===== src/hw/rtl/flash_line_write_packer_core_defines.svh =====
// Assertion macros shared by the flash line write packer RTL.
`ifndef FLASH_LINE_WRITE_PACKER_CORE_DEFINES_SVH
`define FLASH_LINE_WRITE_PACKER_CORE_DEFINES_SVH

// Same-cycle implication, disabled during reset.
`define FLPK_ASSERT_NOW(lbl, clk, rst, ante, cons) \
   lbl: assert property (@(posedge clk) disable iff (rst) (ante) |-> (cons)) \
      else $error("flpk assertion failed");

// Next-cycle implication, disabled during reset.
`define FLPK_ASSERT_NEXT(lbl, clk, rst, ante, cons) \
   lbl: assert property (@(posedge clk) disable iff (rst) (ante) |=> (cons)) \
      else $error("flpk assertion failed");

`endif


===== src/hw/rtl/flpk_pkg.sv =====
// Shared constants and types of the flash line write packer.
`timescale 1ns / 1ps
package flpk_pkg;

   localparam int DATA_W          = 8;
   localparam int OFFSET_W        = 17;
   localparam int LINE_BYTES      = 16;
   localparam int LINE_IDX_W      = 4;
   localparam int RAW_LINE_W      = OFFSET_W - LINE_IDX_W;
   localparam int LINE_ADDR_W     = 13;
   localparam int WORD_W          = 32;
   localparam int WORD_IDX_W      = 2;
   localparam int FLASH_PAGES_DEF = 128;
   localparam int PAGE_BYTES_DEF  = 1024;
   localparam int QUEUE_DEPTH_DEF = 2;

   localparam logic [DATA_W-1:0] BYTE_PAD = 8'hFF;

   // One finished line on its way to the word emitter.
   typedef struct packed {
      logic [LINE_BYTES*DATA_W-1:0] line_data;
      logic [LINE_ADDR_W-1:0]       line_addr;
      logic                         wrapped;
      logic                         final_line;
   } line_entry_type;

endpackage


===== src/hw/rtl/flpk_if.sv =====
// Byte request and word response channel interfaces.
`timescale 1ns / 1ps
interface flpk_req_if;
   logic                          valid;
   logic                          ready;
   logic [flpk_pkg::DATA_W-1:0]   data_byte;
   logic [flpk_pkg::OFFSET_W-1:0] start_offset;
   logic                          first_byte;
   logic                          last_byte;

   modport source (output valid, data_byte, start_offset, first_byte, last_byte,
                   input ready);
   modport sink   (input valid, data_byte, start_offset, first_byte, last_byte,
                   output ready);
endinterface

interface flpk_rsp_if;
   logic                          valid;
   logic                          ready;
   logic [flpk_pkg::OFFSET_W-1:0] word_address;
   logic [flpk_pkg::WORD_W-1:0]   word_data;
   logic                          line_end;
   logic                          write_end;
   logic                          address_overflow;

   modport source (output valid, word_address, word_data, line_end, write_end,
                   address_overflow, input ready);
   modport sink   (input valid, word_address, word_data, line_end, write_end,
                   address_overflow, output ready);
endinterface


===== src/hw/rtl/flpk_front.sv =====
// Front end: accepts bytes, assembles 16-byte lines, tracks line number and wrap.
`timescale 1ns / 1ps
module flpk_front #(
   parameter int FLASH_PAGES = flpk_pkg::FLASH_PAGES_DEF,
   parameter int PAGE_BYTES  = flpk_pkg::PAGE_BYTES_DEF
) (
   input  logic                          clock,
   input  logic                          reset,
   input  logic                          in_valid,
   output logic                          in_ready,
   input  logic [flpk_pkg::DATA_W-1:0]   data_byte,
   input  logic [flpk_pkg::OFFSET_W-1:0] start_offset,
   input  logic                          first_byte,
   input  logic                          last_byte,
   output logic                          push_valid,
   input  logic                          push_ready,
   output flpk_pkg::line_entry_type      push_entry
);
   import flpk_pkg::*;

   localparam int LINE_COUNT = FLASH_PAGES * PAGE_BYTES / LINE_BYTES;
   localparam int LINE_W     = (LINE_COUNT > 1) ? $clog2(LINE_COUNT) : 1;
   localparam logic [LINE_W-1:0]  LINE_LAST = LINE_W'(LINE_COUNT - 1);
   localparam logic [31:0]        LINE_COUNT_32 = 32'(LINE_COUNT);
   // floor(2^RAW_LINE_W / line count): quotient estimate is exact or one low
   localparam logic [31:0]        RECIP_MUL = 32'((1 << RAW_LINE_W) / LINE_COUNT);

   logic [DATA_W-1:0]     line_ff [LINE_BYTES];
   logic [DATA_W-1:0]     line_in [LINE_BYTES];
   logic [LINE_IDX_W-1:0] fill_ff, fill_in;
   logic [LINE_W-1:0]     lnum_ff, lnum_in;
   logic                  wrapped_ff, wrapped_in;
   logic                  pend_ff, pend_in;
   logic                  final_ff, final_in;
   logic                  red_ff, red_in;
   logic                  step_ff, step_in;
   logic [RAW_LINE_W-1:0] rem_ff, rem_in;
   logic [RAW_LINE_W-1:0] quo_ff, quo_in;

   logic                  accept;
   logic                  push_fire;
   logic [LINE_IDX_W:0]   fill_next;
   logic [LINE_IDX_W-1:0] fill_base;
   logic [RAW_LINE_W-1:0] raw_line;
   logic                  raw_over;
   logic [31:0]           raw_32;
   logic [31:0]           quo_32;
   logic [31:0]           rem_32;
   logic [31:0]           prod_32;
   logic [RAW_LINE_W-1:0] rem_sub;
   logic [31:0]           rem_fix_32;

   assign push_fire  = pend_ff && !red_ff && push_ready;
   assign push_valid = pend_ff && !red_ff;
   assign in_ready   = !red_ff && (!pend_ff || push_ready);
   assign accept     = in_valid && in_ready;

   assign raw_line = start_offset[OFFSET_W-1:LINE_IDX_W];
   assign raw_32   = 32'(raw_line);
   assign raw_over = raw_32 >= LINE_COUNT_32;

   // Start line reduction: reciprocal quotient estimate at accept,
   // then subtract quotient times line count, then one correcting subtract
   assign quo_32     = (raw_32 * RECIP_MUL) >> RAW_LINE_W;
   assign rem_32     = 32'(rem_ff);
   assign prod_32    = 32'(quo_ff) * LINE_COUNT_32;
   assign rem_sub    = RAW_LINE_W'(rem_32 - prod_32);
   assign rem_fix_32 = (rem_32 >= LINE_COUNT_32) ? rem_32 - LINE_COUNT_32 : rem_32;

   // Outgoing line
   always_comb begin
      for (int i = 0; i < LINE_BYTES; i++) begin
         push_entry.line_data[i*DATA_W +: DATA_W] = line_ff[i];
      end
      push_entry.line_addr  = LINE_ADDR_W'(32'(lnum_ff));
      push_entry.wrapped    = wrapped_ff;
      push_entry.final_line = final_ff;
   end

   // Next state: line handoff, reduction step, then the accepted byte on top
   always_comb begin
      line_in    = line_ff;
      fill_in    = fill_ff;
      lnum_in    = lnum_ff;
      wrapped_in = wrapped_ff;
      pend_in    = pend_ff;
      final_in   = final_ff;
      red_in     = red_ff;
      step_in    = step_ff;
      rem_in     = rem_ff;
      quo_in     = quo_ff;
      fill_base  = fill_ff;
      fill_next  = '0;

      if (push_fire) begin
         for (int i = 0; i < LINE_BYTES; i++) begin
            line_in[i] = BYTE_PAD;
         end
         fill_in = '0;
         pend_in = 1'b0;
         if (lnum_ff == LINE_LAST) begin
            lnum_in    = '0;
            wrapped_in = 1'b1;
         end else begin
            lnum_in = lnum_ff + 1'b1;
         end
      end

      if (red_ff) begin
         if (step_ff) begin
            rem_in  = rem_sub;
            step_in = 1'b0;
         end else begin
            red_in  = 1'b0;
            lnum_in = LINE_W'(rem_fix_32);
         end
      end

      if (accept) begin
         if (first_byte) begin
            for (int i = 0; i < LINE_BYTES; i++) begin
               line_in[i] = BYTE_PAD;
            end
            fill_in    = start_offset[LINE_IDX_W-1:0];
            wrapped_in = raw_over;
            if (raw_over) begin
               red_in  = 1'b1;
               step_in = 1'b1;
               rem_in  = raw_line;
               quo_in  = RAW_LINE_W'(quo_32);
            end else begin
               lnum_in = LINE_W'(raw_32);
            end
         end
         fill_base          = fill_in;
         line_in[fill_base] = data_byte;
         fill_next          = {1'b0, fill_base} + 1'b1;
         fill_in            = fill_next[LINE_IDX_W-1:0];
         if (fill_next[LINE_IDX_W] || last_byte) begin
            pend_in  = 1'b1;
            final_in = last_byte;
         end
      end
   end

   // State registers
   always_ff @(posedge clock) begin
      if (reset) begin
         for (int i = 0; i < LINE_BYTES; i++) begin
            line_ff[i] <= BYTE_PAD;
         end
         fill_ff    <= '0;
         lnum_ff    <= '0;
         wrapped_ff <= 1'b0;
         pend_ff    <= 1'b0;
         final_ff   <= 1'b0;
         red_ff     <= 1'b0;
         step_ff    <= 1'b0;
         rem_ff     <= '0;
         quo_ff     <= '0;
      end else begin
         line_ff    <= line_in;
         fill_ff    <= fill_in;
         lnum_ff    <= lnum_in;
         wrapped_ff <= wrapped_in;
         pend_ff    <= pend_in;
         final_ff   <= final_in;
         red_ff     <= red_in;
         step_ff    <= step_in;
         rem_ff     <= rem_in;
         quo_ff     <= quo_in;
      end
   end

endmodule


===== src/hw/rtl/flpk_line_queue.sv =====
// Short line queue between the byte front end and the word emitter.
`timescale 1ns / 1ps
`include "flash_line_write_packer_core_defines.svh"
module flpk_line_queue #(
   parameter int DEPTH = flpk_pkg::QUEUE_DEPTH_DEF
) (
   input  logic                     clock,
   input  logic                     reset,
   input  logic                     push_valid,
   output logic                     push_ready,
   input  flpk_pkg::line_entry_type push_entry,
   output logic                     pop_valid,
   input  logic                     pop_ready,
   output flpk_pkg::line_entry_type pop_entry
);
   import flpk_pkg::*;

   localparam int PTR_W = (DEPTH > 1) ? $clog2(DEPTH) : 1;
   localparam int CNT_W = $clog2(DEPTH + 1);
   localparam logic [PTR_W-1:0] PTR_LAST = PTR_W'(DEPTH - 1);
   localparam logic [CNT_W-1:0] CNT_FULL = CNT_W'(DEPTH);

   line_entry_type    slot_ff [DEPTH];
   logic [PTR_W-1:0]  wr_ptr_ff, wr_ptr_in;
   logic [PTR_W-1:0]  rd_ptr_ff, rd_ptr_in;
   logic [CNT_W-1:0]  count_ff, count_in;
   logic              push_fire, pop_fire;

   assign push_ready = count_ff != CNT_FULL;
   assign pop_valid  = count_ff != '0;
   assign pop_entry  = slot_ff[rd_ptr_ff];
   assign push_fire  = push_valid && push_ready;
   assign pop_fire   = pop_valid && pop_ready;

   // Pointer and fill count update
   always_comb begin
      wr_ptr_in = wr_ptr_ff;
      rd_ptr_in = rd_ptr_ff;
      count_in  = count_ff;
      if (push_fire) begin
         wr_ptr_in = (wr_ptr_ff == PTR_LAST) ? '0 : wr_ptr_ff + 1'b1;
      end
      if (pop_fire) begin
         rd_ptr_in = (rd_ptr_ff == PTR_LAST) ? '0 : rd_ptr_ff + 1'b1;
      end
      if (push_fire && !pop_fire) begin
         count_in = count_ff + 1'b1;
      end else if (pop_fire && !push_fire) begin
         count_in = count_ff - 1'b1;
      end
   end

   always_ff @(posedge clock) begin
      if (reset) begin
         wr_ptr_ff <= '0;
         rd_ptr_ff <= '0;
         count_ff  <= '0;
      end else begin
         wr_ptr_ff <= wr_ptr_in;
         rd_ptr_ff <= rd_ptr_in;
         count_ff  <= count_in;
      end
   end

   // Slot storage, no reset needed
   always_ff @(posedge clock) begin
      if (push_fire) begin
         slot_ff[wr_ptr_ff] <= push_entry;
      end
   end

   `FLPK_ASSERT_NEXT(a_count_up, clock, reset, push_fire && !pop_fire,
                     count_ff == $past(count_ff) + 1'b1)
   `FLPK_ASSERT_NEXT(a_count_down, clock, reset, pop_fire && !push_fire,
                     count_ff == $past(count_ff) - 1'b1)

endmodule


===== src/hw/rtl/flpk_back.sv =====
// Back end: splits queued lines into four addressed 32-bit words.
`timescale 1ns / 1ps
`include "flash_line_write_packer_core_defines.svh"
module flpk_back (
   input  logic                          clock,
   input  logic                          reset,
   input  logic                          head_valid,
   output logic                          head_pop,
   input  flpk_pkg::line_entry_type      head_entry,
   output logic                          out_valid,
   input  logic                          out_ready,
   output logic [flpk_pkg::OFFSET_W-1:0] word_address,
   output logic [flpk_pkg::WORD_W-1:0]   word_data,
   output logic                          line_end,
   output logic                          write_end,
   output logic                          address_overflow
);
   import flpk_pkg::*;

   localparam logic [WORD_IDX_W-1:0] WORD_LAST = '1;

   logic [WORD_IDX_W-1:0] idx_ff;
   logic                  valid_ff;
   logic                  load;
   logic                  is_last_word;

   assign load         = head_valid && (!valid_ff || out_ready);
   assign is_last_word = idx_ff == WORD_LAST;
   assign head_pop     = load && is_last_word;
   assign out_valid    = valid_ff;

   // Word counter and output valid
   always_ff @(posedge clock) begin
      if (reset) begin
         idx_ff   <= '0;
         valid_ff <= 1'b0;
      end else begin
         if (load) begin
            idx_ff   <= idx_ff + 1'b1;
            valid_ff <= 1'b1;
         end else if (out_ready) begin
            valid_ff <= 1'b0;
         end
      end
   end

   // Output word register
   always_ff @(posedge clock) begin
      if (load) begin
         word_address     <= {head_entry.line_addr, idx_ff, 2'b00};
         word_data        <= head_entry.line_data[{idx_ff, 5'b00000} +: WORD_W];
         line_end         <= is_last_word;
         write_end        <= is_last_word && head_entry.final_line;
         address_overflow <= head_entry.wrapped;
      end
   end

   `FLPK_ASSERT_NOW(a_mid_line_head, clock, reset, idx_ff != '0, head_valid)
   `FLPK_ASSERT_NOW(a_end_on_line_end, clock, reset, valid_ff && write_end, line_end)

endmodule


===== src/hw/rtl/flash_line_write_packer_core.sv =====
// Flash line write packer top level: byte front end, line queue, word emitter.
// Path: a byte that closes a line passes the front end line register, a queue slot and the
//   word output register, after start line reduction when the start offset lies past flash end.
// Throughput: one byte per cycle while no start line reduction runs and no closed line
//   waits for queue space; each line leaves as four words, so short lines throttle the bytes.
// Reset (synchronous, active high): line cleared to 0xFF, offset and line zero, queue empty.
`timescale 1ns / 1ps
module flash_line_write_packer_core #(
   parameter int FLASH_PAGES = flpk_pkg::FLASH_PAGES_DEF,
   parameter int PAGE_BYTES  = flpk_pkg::PAGE_BYTES_DEF,
   parameter int QUEUE_DEPTH = flpk_pkg::QUEUE_DEPTH_DEF
) (
   input  logic       clock,
   input  logic       reset,
   flpk_req_if.sink   req_bus,
   flpk_rsp_if.source rsp_bus
);
   import flpk_pkg::*;

   logic           push_valid, push_ready;
   line_entry_type push_entry;
   logic           head_valid, head_pop;
   line_entry_type head_entry;

   flpk_front #(
      .FLASH_PAGES (FLASH_PAGES),
      .PAGE_BYTES  (PAGE_BYTES)
   ) u_front (
      .clock        (clock),
      .reset        (reset),
      .in_valid     (req_bus.valid),
      .in_ready     (req_bus.ready),
      .data_byte    (req_bus.data_byte),
      .start_offset (req_bus.start_offset),
      .first_byte   (req_bus.first_byte),
      .last_byte    (req_bus.last_byte),
      .push_valid   (push_valid),
      .push_ready   (push_ready),
      .push_entry   (push_entry)
   );

   flpk_line_queue #(
      .DEPTH (QUEUE_DEPTH)
   ) u_queue (
      .clock      (clock),
      .reset      (reset),
      .push_valid (push_valid),
      .push_ready (push_ready),
      .push_entry (push_entry),
      .pop_valid  (head_valid),
      .pop_ready  (head_pop),
      .pop_entry  (head_entry)
   );

   flpk_back u_back (
      .clock            (clock),
      .reset            (reset),
      .head_valid       (head_valid),
      .head_pop         (head_pop),
      .head_entry       (head_entry),
      .out_valid        (rsp_bus.valid),
      .out_ready        (rsp_bus.ready),
      .word_address     (rsp_bus.word_address),
      .word_data        (rsp_bus.word_data),
      .line_end         (rsp_bus.line_end),
      .write_end        (rsp_bus.write_end),
      .address_overflow (rsp_bus.address_overflow)
   );

endmodule

===== src/flat_wrapper.sv =====
// flat-port wrapper written by rule: the top's interface ports become plain ports
module flash_line_write_packer_core_flat import flpk_pkg::*;
#(
   parameter int FLASH_PAGES = flpk_pkg::FLASH_PAGES_DEF,
   parameter int PAGE_BYTES  = flpk_pkg::PAGE_BYTES_DEF,
   parameter int QUEUE_DEPTH = flpk_pkg::QUEUE_DEPTH_DEF
)
  (clock, reset, req_bus_valid, req_bus_data_byte, req_bus_start_offset, req_bus_first_byte, req_bus_last_byte, req_bus_ready, rsp_bus_valid, rsp_bus_word_address, rsp_bus_word_data, rsp_bus_line_end, rsp_bus_write_end, rsp_bus_address_overflow, rsp_bus_ready);
  flpk_req_if req_bus_i ();
  flpk_rsp_if rsp_bus_i ();
  input  logic clock;
  input  logic reset;
  input wire logic [$bits(req_bus_i.valid)-1:0] req_bus_valid;
  input wire logic [$bits(req_bus_i.data_byte)-1:0] req_bus_data_byte;
  input wire logic [$bits(req_bus_i.start_offset)-1:0] req_bus_start_offset;
  input wire logic [$bits(req_bus_i.first_byte)-1:0] req_bus_first_byte;
  input wire logic [$bits(req_bus_i.last_byte)-1:0] req_bus_last_byte;
  output wire logic [$bits(req_bus_i.ready)-1:0] req_bus_ready;
  output wire logic [$bits(rsp_bus_i.valid)-1:0] rsp_bus_valid;
  output wire logic [$bits(rsp_bus_i.word_address)-1:0] rsp_bus_word_address;
  output wire logic [$bits(rsp_bus_i.word_data)-1:0] rsp_bus_word_data;
  output wire logic [$bits(rsp_bus_i.line_end)-1:0] rsp_bus_line_end;
  output wire logic [$bits(rsp_bus_i.write_end)-1:0] rsp_bus_write_end;
  output wire logic [$bits(rsp_bus_i.address_overflow)-1:0] rsp_bus_address_overflow;
  input wire logic [$bits(rsp_bus_i.ready)-1:0] rsp_bus_ready;
  assign req_bus_i.valid = req_bus_valid;
  assign req_bus_i.data_byte = req_bus_data_byte;
  assign req_bus_i.start_offset = req_bus_start_offset;
  assign req_bus_i.first_byte = req_bus_first_byte;
  assign req_bus_i.last_byte = req_bus_last_byte;
  assign req_bus_ready = req_bus_i.ready;
  assign rsp_bus_valid = rsp_bus_i.valid;
  assign rsp_bus_word_address = rsp_bus_i.word_address;
  assign rsp_bus_word_data = rsp_bus_i.word_data;
  assign rsp_bus_line_end = rsp_bus_i.line_end;
  assign rsp_bus_write_end = rsp_bus_i.write_end;
  assign rsp_bus_address_overflow = rsp_bus_i.address_overflow;
  assign rsp_bus_i.ready = rsp_bus_ready;
  flash_line_write_packer_core #(.FLASH_PAGES(FLASH_PAGES), .PAGE_BYTES(PAGE_BYTES), .QUEUE_DEPTH(QUEUE_DEPTH)) u_core (.clock(clock), .reset(reset), .req_bus(req_bus_i), .rsp_bus(rsp_bus_i));
endmodule

===== config.mk =====
export PLATFORM = sky130hd
export DESIGN_NAME = flash_line_write_packer_core_flat
export DESIGN_NICKNAME = d
export VERILOG_FILES = /design/src/hw/rtl/flpk_pkg.sv /design/src/hw/rtl/flpk_if.sv /design/src/hw/rtl/flpk_front.sv /design/src/hw/rtl/flpk_line_queue.sv /design/src/hw/rtl/flpk_back.sv /design/src/hw/rtl/flash_line_write_packer_core.sv /design/src/flat_wrapper.sv
export VERILOG_INCLUDE_DIRS = /design/src /design/src/hw/rtl
export SDC_FILE = /design/constraint.sdc
export NUM_CORES = 1
export LEC_CHECK = 0
export BUFFER_PORTS_ARGS = -buffer_cell sky130_fd_sc_hd__buf_2
export CAP_MARGIN = 0
export CORE_MARGIN = 2
export CORE_UTILIZATION = 45
export CTS_CLUSTER_DIAMETER = 200
export CTS_CLUSTER_SIZE = 16
export DETAILED_ROUTE_END_ITERATION = 8
export SLEW_MARGIN = 20
export SYNTH_ARGS = -nofsm -noshare
export SYNTH_HDL_FRONTEND = slang
export SYNTH_SLANG_ARGS = --single-unit

===== constraint.sdc =====
create_clock -name clock -period 18.43 [get_ports clock]
set_input_delay 0.9215 -clock clock [delete_from_list [all_inputs] [get_ports clock]]
set_output_delay 0.9215 -clock clock [all_outputs]
set_load 0.02 [all_outputs]

==> impl_metrics.tcl, run 1 <==
set metrics [dict create \
    status "finished clean" \
    initial_core_util 0.458 \
    setup_violations 0 \
    cts_hold_buf 0 \
    hold_slack_ps 450 \
    grt_max_degree 69 \
    clockBufferDepth 3 \
    critPathKind "reg -> reg" \
    antenna_left 0 \
    worstHoldPathType "reg -> reg" \
    fill_cells 3277 \
    via_count 9099 \
    relSlewSlack 0.361 \
    synth_cell_types 47 \
    setup.worst_path.end_class "flip-flop" \
    ir_worst_vdd_mv 0.0721 \
    grt_pass1_wl_mm 58.1 \
    grt_util_all_layers 0.189 \
    via_per_inst 5.63 \
    wl_mm 38.3 \
    crit_path_max_incr_delay_ps 720 \
    cts_sinks 492 \
    cts_tree "yes" \
    yosysSeqAreaShare 0.741 \
    multi_input_area_um2 4380 \
    crit_chain "nor2b_1 > a21oi_1 > inv_1 > ha_1 > nand2_1 > o21ai_4 > a2bb2oi_1" \
    grt_antenna_before_repair 3 \
    finalNetCount 1104 \
    path_buf_inv 1 \
    slew_viol_final 0 \
    syn_area_um2 17800 \
    r2r-end "u_core.u_front.push_entry[20]" \
    powerDensity_nw_per_um2 106 \
    final_common_cell "edfxtp_1" \
    synth_cells 988 \
    arrival_ps 3560 \
    r2r_slack_ps 15320 \
    critPathRequiredTime_ps 18880 \
    crit_fanout 21 \
    wl_per_cell_um 23.7 \
    hpwlAfterDp_mm 23.3 \
    area_growth_pct 11.4 \
    slowest_stage "ha_1" \
    cts.clk_slew.worst_paths_ps 70 \
    fin_skew_ps 20.0 \
    hold_depth 0 \
    cpLargestDelayFamily "simple AND/OR/NAND/NOR gates" \
    grt_pass1_vias 9204 \
    die_h_um 203 \
    drc_errors 0 \
    holdPathEnd "u_core.u_queue.slot_ff[0][81]" \
    clk-insertion-delay-late_ps 530 \
    fmax_ghz 0.322 \
    finalCriticalPeriod_ps 3110 \
    synth-seq-cells 492 \
    post_cts_buffers 0 \
    rows 72 \
    cap_violations 0 \
    cts-buffers-inserted 36 \
    rsz0062_at_grt "no" \
    min_from "u_core.u_front.push_entry[81]" \
    regArea_um2 13200 \
    reg2reg_depth 7 \
    pin_count 85 \
    yosys_warnings 0 \
    r2r_start "u_core.u_front.pend_ff" \
    setup.worst_path.start_class "flip-flop" \
    htreeDepth 2 \
    tns_ps 0 \
    cts_resized 0 \
    period_share 0.169 \
    worst_pin_slew_ps 958 \
    hold_violations 0 \
    die-area_um2 41200 \
    gp_congestion 0.772 \
    drtIter0Drc 760 \
    core_area_um2 38900 \
    p_leak_nw 6.00 \
    most-common-layout-cells "336 x edfxtp_1, 153 x dfxtp_1, 82 x buf_2" \
    portBuffers 82 \
    overflow 0 \
    layout-drive-gt1-share 0.253 \
    synth_area_per_cell_um2 18.0 \
    cts-root-buf "clkbuf_16" \
    die_x_um 203 \
    first_pass_iters 7 \
]
## cells in the mapped netlist, drive strengths merged
library cell | count | area, um^2
nand2 | 42 | 173
a31o | 1 | 8.76
a2bb2oi | 64 | 561
a21o | 2 | 16.3
a311oi | 3 | 26.3
inv | 3 | 13.8
a21oi | 12 | 71.3
o21a | 1 | 7.51
and4 | 2 | 17.5
o22a | 64 | 561
o21ai | 17 | 145
o211ai | 1 | 7.51
nand3 | 9 | 45.0
mux4 | 64 | 1440
clkbuf | 23 | 86.3
xor2 | 12 | 105
mux2i | 6 | 60.1
buf | 29 | 155
edfxtp | 336 | 10100
and3 | 6 | 37.5
or3 | 13 | 81.3
dfxtp | 156 | 3120
nand4 | 13 | 81.3
nor3 | 2 | 21.3
a22oi | 1 | 7.51
ha | 7 | 87.6
nor2b | 2 | 12.5
mux2 | 46 | 518
and2 | 1 | 6.26
nand3b | 1 | 7.51
nor2 | 38 | 173
conb | 1 | 3.75
a211oi | 4 | 30.0
nand2b | 2 | 12.5
xnor2 | 4 | 35.0
## final cells by class
class / instances / area share
Antenna cell: 3 / 0.000378
Clock buffer: 65 / 0.0540
Clock inverter: 1 / 0.000819
Inverter: 3 / 0.000693
Multi-Input combinational cell: 442 / 0.221
Sequential cell: 492 / 0.665
Tap cell: 518 / 0.0326
Timing Repair Buffer: 91 / 0.0254
## flip-flops by register name, indices dropped and copies added (netlist names), named ones only
register                        flops
u_core.u_front.final_ff             1
u_core.u_front.lnum_ff             13
u_core.u_front.wrapped_ff           1
u_core.u_queue.slot_ff            286
u_core.u_queue.rd_ptr_ff            1
u_core.u_back.write_end             1
u_core.u_back.word_address         15
u_core.u_back.line_end              1
u_core.u_back.address_overflow      1
u_core.u_back.word_data            32
u_core.u_queue.count_ff             2
u_core.u_back.out_valid             1
u_core.u_front.fill_ff              4
u_core.u_back.idx_ff                2
u_core.u_front.push_entry         128
u_core.u_queue.wr_ptr_ff            1
u_core.u_front.pend_ff              1
## worst max path at each step
stage	from	end	slack [ps]	cells past startpoint
6_report	u_core.u_front.pend_ff	u_core.u_front.push_entry[20]	15320	7
3_5_place_dp	req_bus_first_byte	u_core.u_front.push_entry[20]	14840	8
2_1_floorplan	u_core.u_queue.count_ff[0]	u_core.u_queue.slot_ff[0][0]	11020	4
5_1_grt	u_core.u_front.pend_ff	u_core.u_front.push_entry[20]	15050	7
4_1_cts	u_core.u_queue.count_ff[0]	u_core.u_queue.slot_ff[0][69]	15320	4
3_3_place_gp	req_bus_first_byte	u_core.u_front.push_entry[51]	14970	8
## routing by layer
metal,share of wire,global-route usage
met1,0.46,0.272
met3,0.051,0.0342
met2,0.47,0.300
met4,0.020,0.0456
met5,0.00034,0
## per-stage QoR
step	worst slack [ps]	util	total power, mW	cells	instance area [um^2]
6_report	15320	0.511	2.11	1615	19900
4_1_cts	15320	0.510	2.13	1612	19900
3_3_place_gp	14970	0.481	1.38	1544	18700
3_5_place_dp	14840	0.482	1.38	1546	18800
5_1_grt	15050	0.510	2.18	1613	19900
2_1_floorplan	11020	-	1.33	989	17800
## where the power goes
part / internal, mW / leakage (nW) / total (mW) / switching, mW
clock: 0.397 / 0.518 / 0.757 / 0.360
combinational: 0.0465 / 1.41 / 0.135 / 0.0885
sequential: 1.20 / 4.07 / 1.22 / 0.0146
total: 1.64 / 6.00 / 2.11 / 0.463
## cells by family (layout without fill, tap and decap cells)
| logic type | count (synthesis) | count (layout) | synth area share |
|---|---|---|---|
| adder cells (fa/ha/maj) | 7 | 7 | 0.00491 |
| flip-flops | 492 | 492 | 0.741 |
| multiplexers | 116 | 116 | 0.113 |
| other | 1 | 5 | 0.000210 |
| buffers and inverters | 55 | 160 | 0.0143 |
| XOR/XNOR | 16 | 16 | 0.00786 |
| AO/OA/AOI/OAI | 170 | 170 | 0.0808 |
| AND/OR/NAND/NOR | 131 | 131 | 0.0375 |
Power figures use the tool's default switching activity.
==> run 2: changes to the inputs <==
==> constraint.sdc (replaced) <==
create_clock -name clock -period 3.15 [get_ports clock]
set_input_delay 0.1575 -clock clock [delete_from_list [all_inputs] [get_ports clock]]
set_output_delay 0.1575 -clock clock [all_outputs]
set_load 0.02 [all_outputs]
==> run 2 against run 1 <==
  * Non-clock buffer count grew 35
  * Worst setup slack lost 15000 ps
  * Hold slack lost 320 ps
  * Flip-flop and latch count is the same
==> impl_metrics.tcl, run 2 (synthesis results as in run 1) <==
set metrics [dict create \
    status "finished clean" \
    cts_tree "yes" \
    slew_viol_final 0 \
    antenna_left 0 \
    rows 72 \
    htreeDepth 2 \
    switching_power_mw 2.71 \
    crit_fanout 17 \
    cap_violations 0 \
    critPathKind "reg -> reg" \
    holdPathEnd "u_core.u_queue.count_ff[0]" \
    cts.clk_slew.worst_paths_ps 80 \
    first_pass_iters 5 \
    portBuffers 82 \
    p_leak_nw 6.16 \
    pin_count 85 \
    grt_pass1_vias 9343 \
    fin_skew_ps 15.9 \
    cts_resized 0 \
    cts-buffers-inserted 36 \
    reg2reg_depth 8 \
    relSlewSlack 0.465 \
    grt_util_all_layers 0.194 \
    grt_max_degree 91 \
    area_growth_pct 13.4 \
    finalNonFillerCells 1647 \
    wl_per_cell_um 23.9 \
    period_share 0.865 \
    post_cts_buffers 0 \
    powerDensity_nw_per_um2 609 \
    placed_cells 1565 \
    via_per_inst 5.64 \
    clk-insertion-delay-late_ps 530 \
    largest_reg_flops 286 \
    cpLargestDelayFamily "compound AO/OA/AOI/OAI gates" \
    gp_congestion 0.791 \
    ir_worst_vdd_mv 0.318 \
    path_buf_inv 2 \
    core_area_um2 38900 \
    hold_violations 0 \
    overflow 0 \
    crit_path_max_incr_delay_ps 530 \
    fmax_ghz 0.367 \
    worst_pin_slew_ps 803 \
    rsz0062_at_grt "no" \
    r2r_start "u_core.u_front.pend_ff" \
    worst_slack_ps 426 \
    finalCriticalPeriod_ps 2720 \
    most-common-layout-cells "336 x edfxtp_1, 152 x dfxtp_1, 82 x buf_2" \
    min_from "reset" \
    regMostFlops "u_core.u_queue.slot_ff" \
    cts-root-buf "clkbuf_16" \
    grt_antenna_before_repair 0 \
    intPower_mw 9.61 \
    hold_depth 2 \
    grt_pass1_wl_mm 59.1 \
    cts_sinks 492 \
    setup.worst_path.end_class "flip-flop" \
    seqPwrFrac 0.578 \
    diodes 0 \
    drtIter0Drc 636 \
    wl_mm 39.3 \
    initial_core_util 0.458 \
    layout-drive-gt1-share 0.263 \
    r2r_slack_ps 430 \
    crit_path_start "u_core.u_front.pend_ff" \
    path_depth 8 \
    setup_violations 0 \
    clockBufferDepth 3 \
    r2r-end "u_core.u_front.push_entry[48]" \
    p_clk_frac 0.355 \
    via_count 9286 \
    final_common_cell "edfxtp_1" \
    slowest_stage "dfxtp_1" \
    place_worst_setup_slack_ps 485 \
    hpwlAfterDp_mm 24.7 \
    setup.worst_path.start_class "flip-flop" \
    swShare 0.220 \
    arrival_ps 3170 \
    worstHoldPathType "in -> reg" \
    finalNetCount 1139 \
    drc_errors 0 \
    critPathRequiredTime_ps 3600 \
    crit_chain "nor2b_1 > a21oi_1 > inv_1 > ha_1 > buf_4 > nand2_1 > o21ai_4 > a2bb2oi_1" \
    die_h_um 203 \
    combPwrFrac 0.068 \
    die-area_um2 41200 \
    die_x_um 203 \
]
-- run 2: per-stage QoR --
stage | setup TNS, ps | power, mW | cell area (um^2) | util | hold WS (ps)
CTS | 0 | 12.4 | 20200 | 0.519 | 121
global route | 0 | 12.8 | 20200 | 0.519 | 153
global placement | 0 | 8.08 | 19000 | 0.488 | 352
detailed placement | 0 | 8.09 | 19000 | 0.488 | 362
floorplan | -15670 | 7.78 | 17900 | - | 266
finish | 0 | 12.3 | 20200 | 0.519 | 127
-- run 2: timing repair --
item	in CTS	in global routing
endpoints found under the setup margin	0	0
endpoints found under the hold margin	16	0
hold buffers	16	0
-- run 2: area by class of cell --
type                       instances  area, um^2
inverter                           3        13.8
clock inverter                     2        17.5
multi-input combinational        442        4390
sequential                       492       13200
fill                            3214       18700
tap                              518         648
timing repair buffer             126         868
clock buffer                      64        1050
-- run 2: per-layer routing --
| layer | wire (um) | track usage | part of all wire |
|---|---|---|---|
| met5 | 0 | 0 | 0 |
| met4 | 1010 | 0.0584 | 0.026 |
| met3 | 1920 | 0.0286 | 0.049 |
| met2 | 18600 | 0.308 | 0.47 |
| met1 | 17800 | 0.279 | 0.45 |
-- run 2: worst max-delay path by stage --
stage / endpoint
floorplan: u_core.u_queue.slot_ff[0][0]
global placement: u_core.u_front.push_entry[51]
detailed placement: u_core.u_front.push_entry[48]
CTS: u_core.u_front.push_entry[48]
global route: u_core.u_front.push_entry[48]
finish: u_core.u_front.push_entry[48]
-- run 2: power groups by stage --
stage / logic [mW] / clock network (mW) / registers (mW)
after floorplan: 0.486 / 0 / 7.30
after global placement: 0.826 / 0 / 7.26
after detailed placement: 0.827 / 0 / 7.26
after CTS: 0.846 / 4.48 / 7.12
after global routing: 0.896 / 4.73 / 7.13
final: 0.836 / 4.37 / 7.11
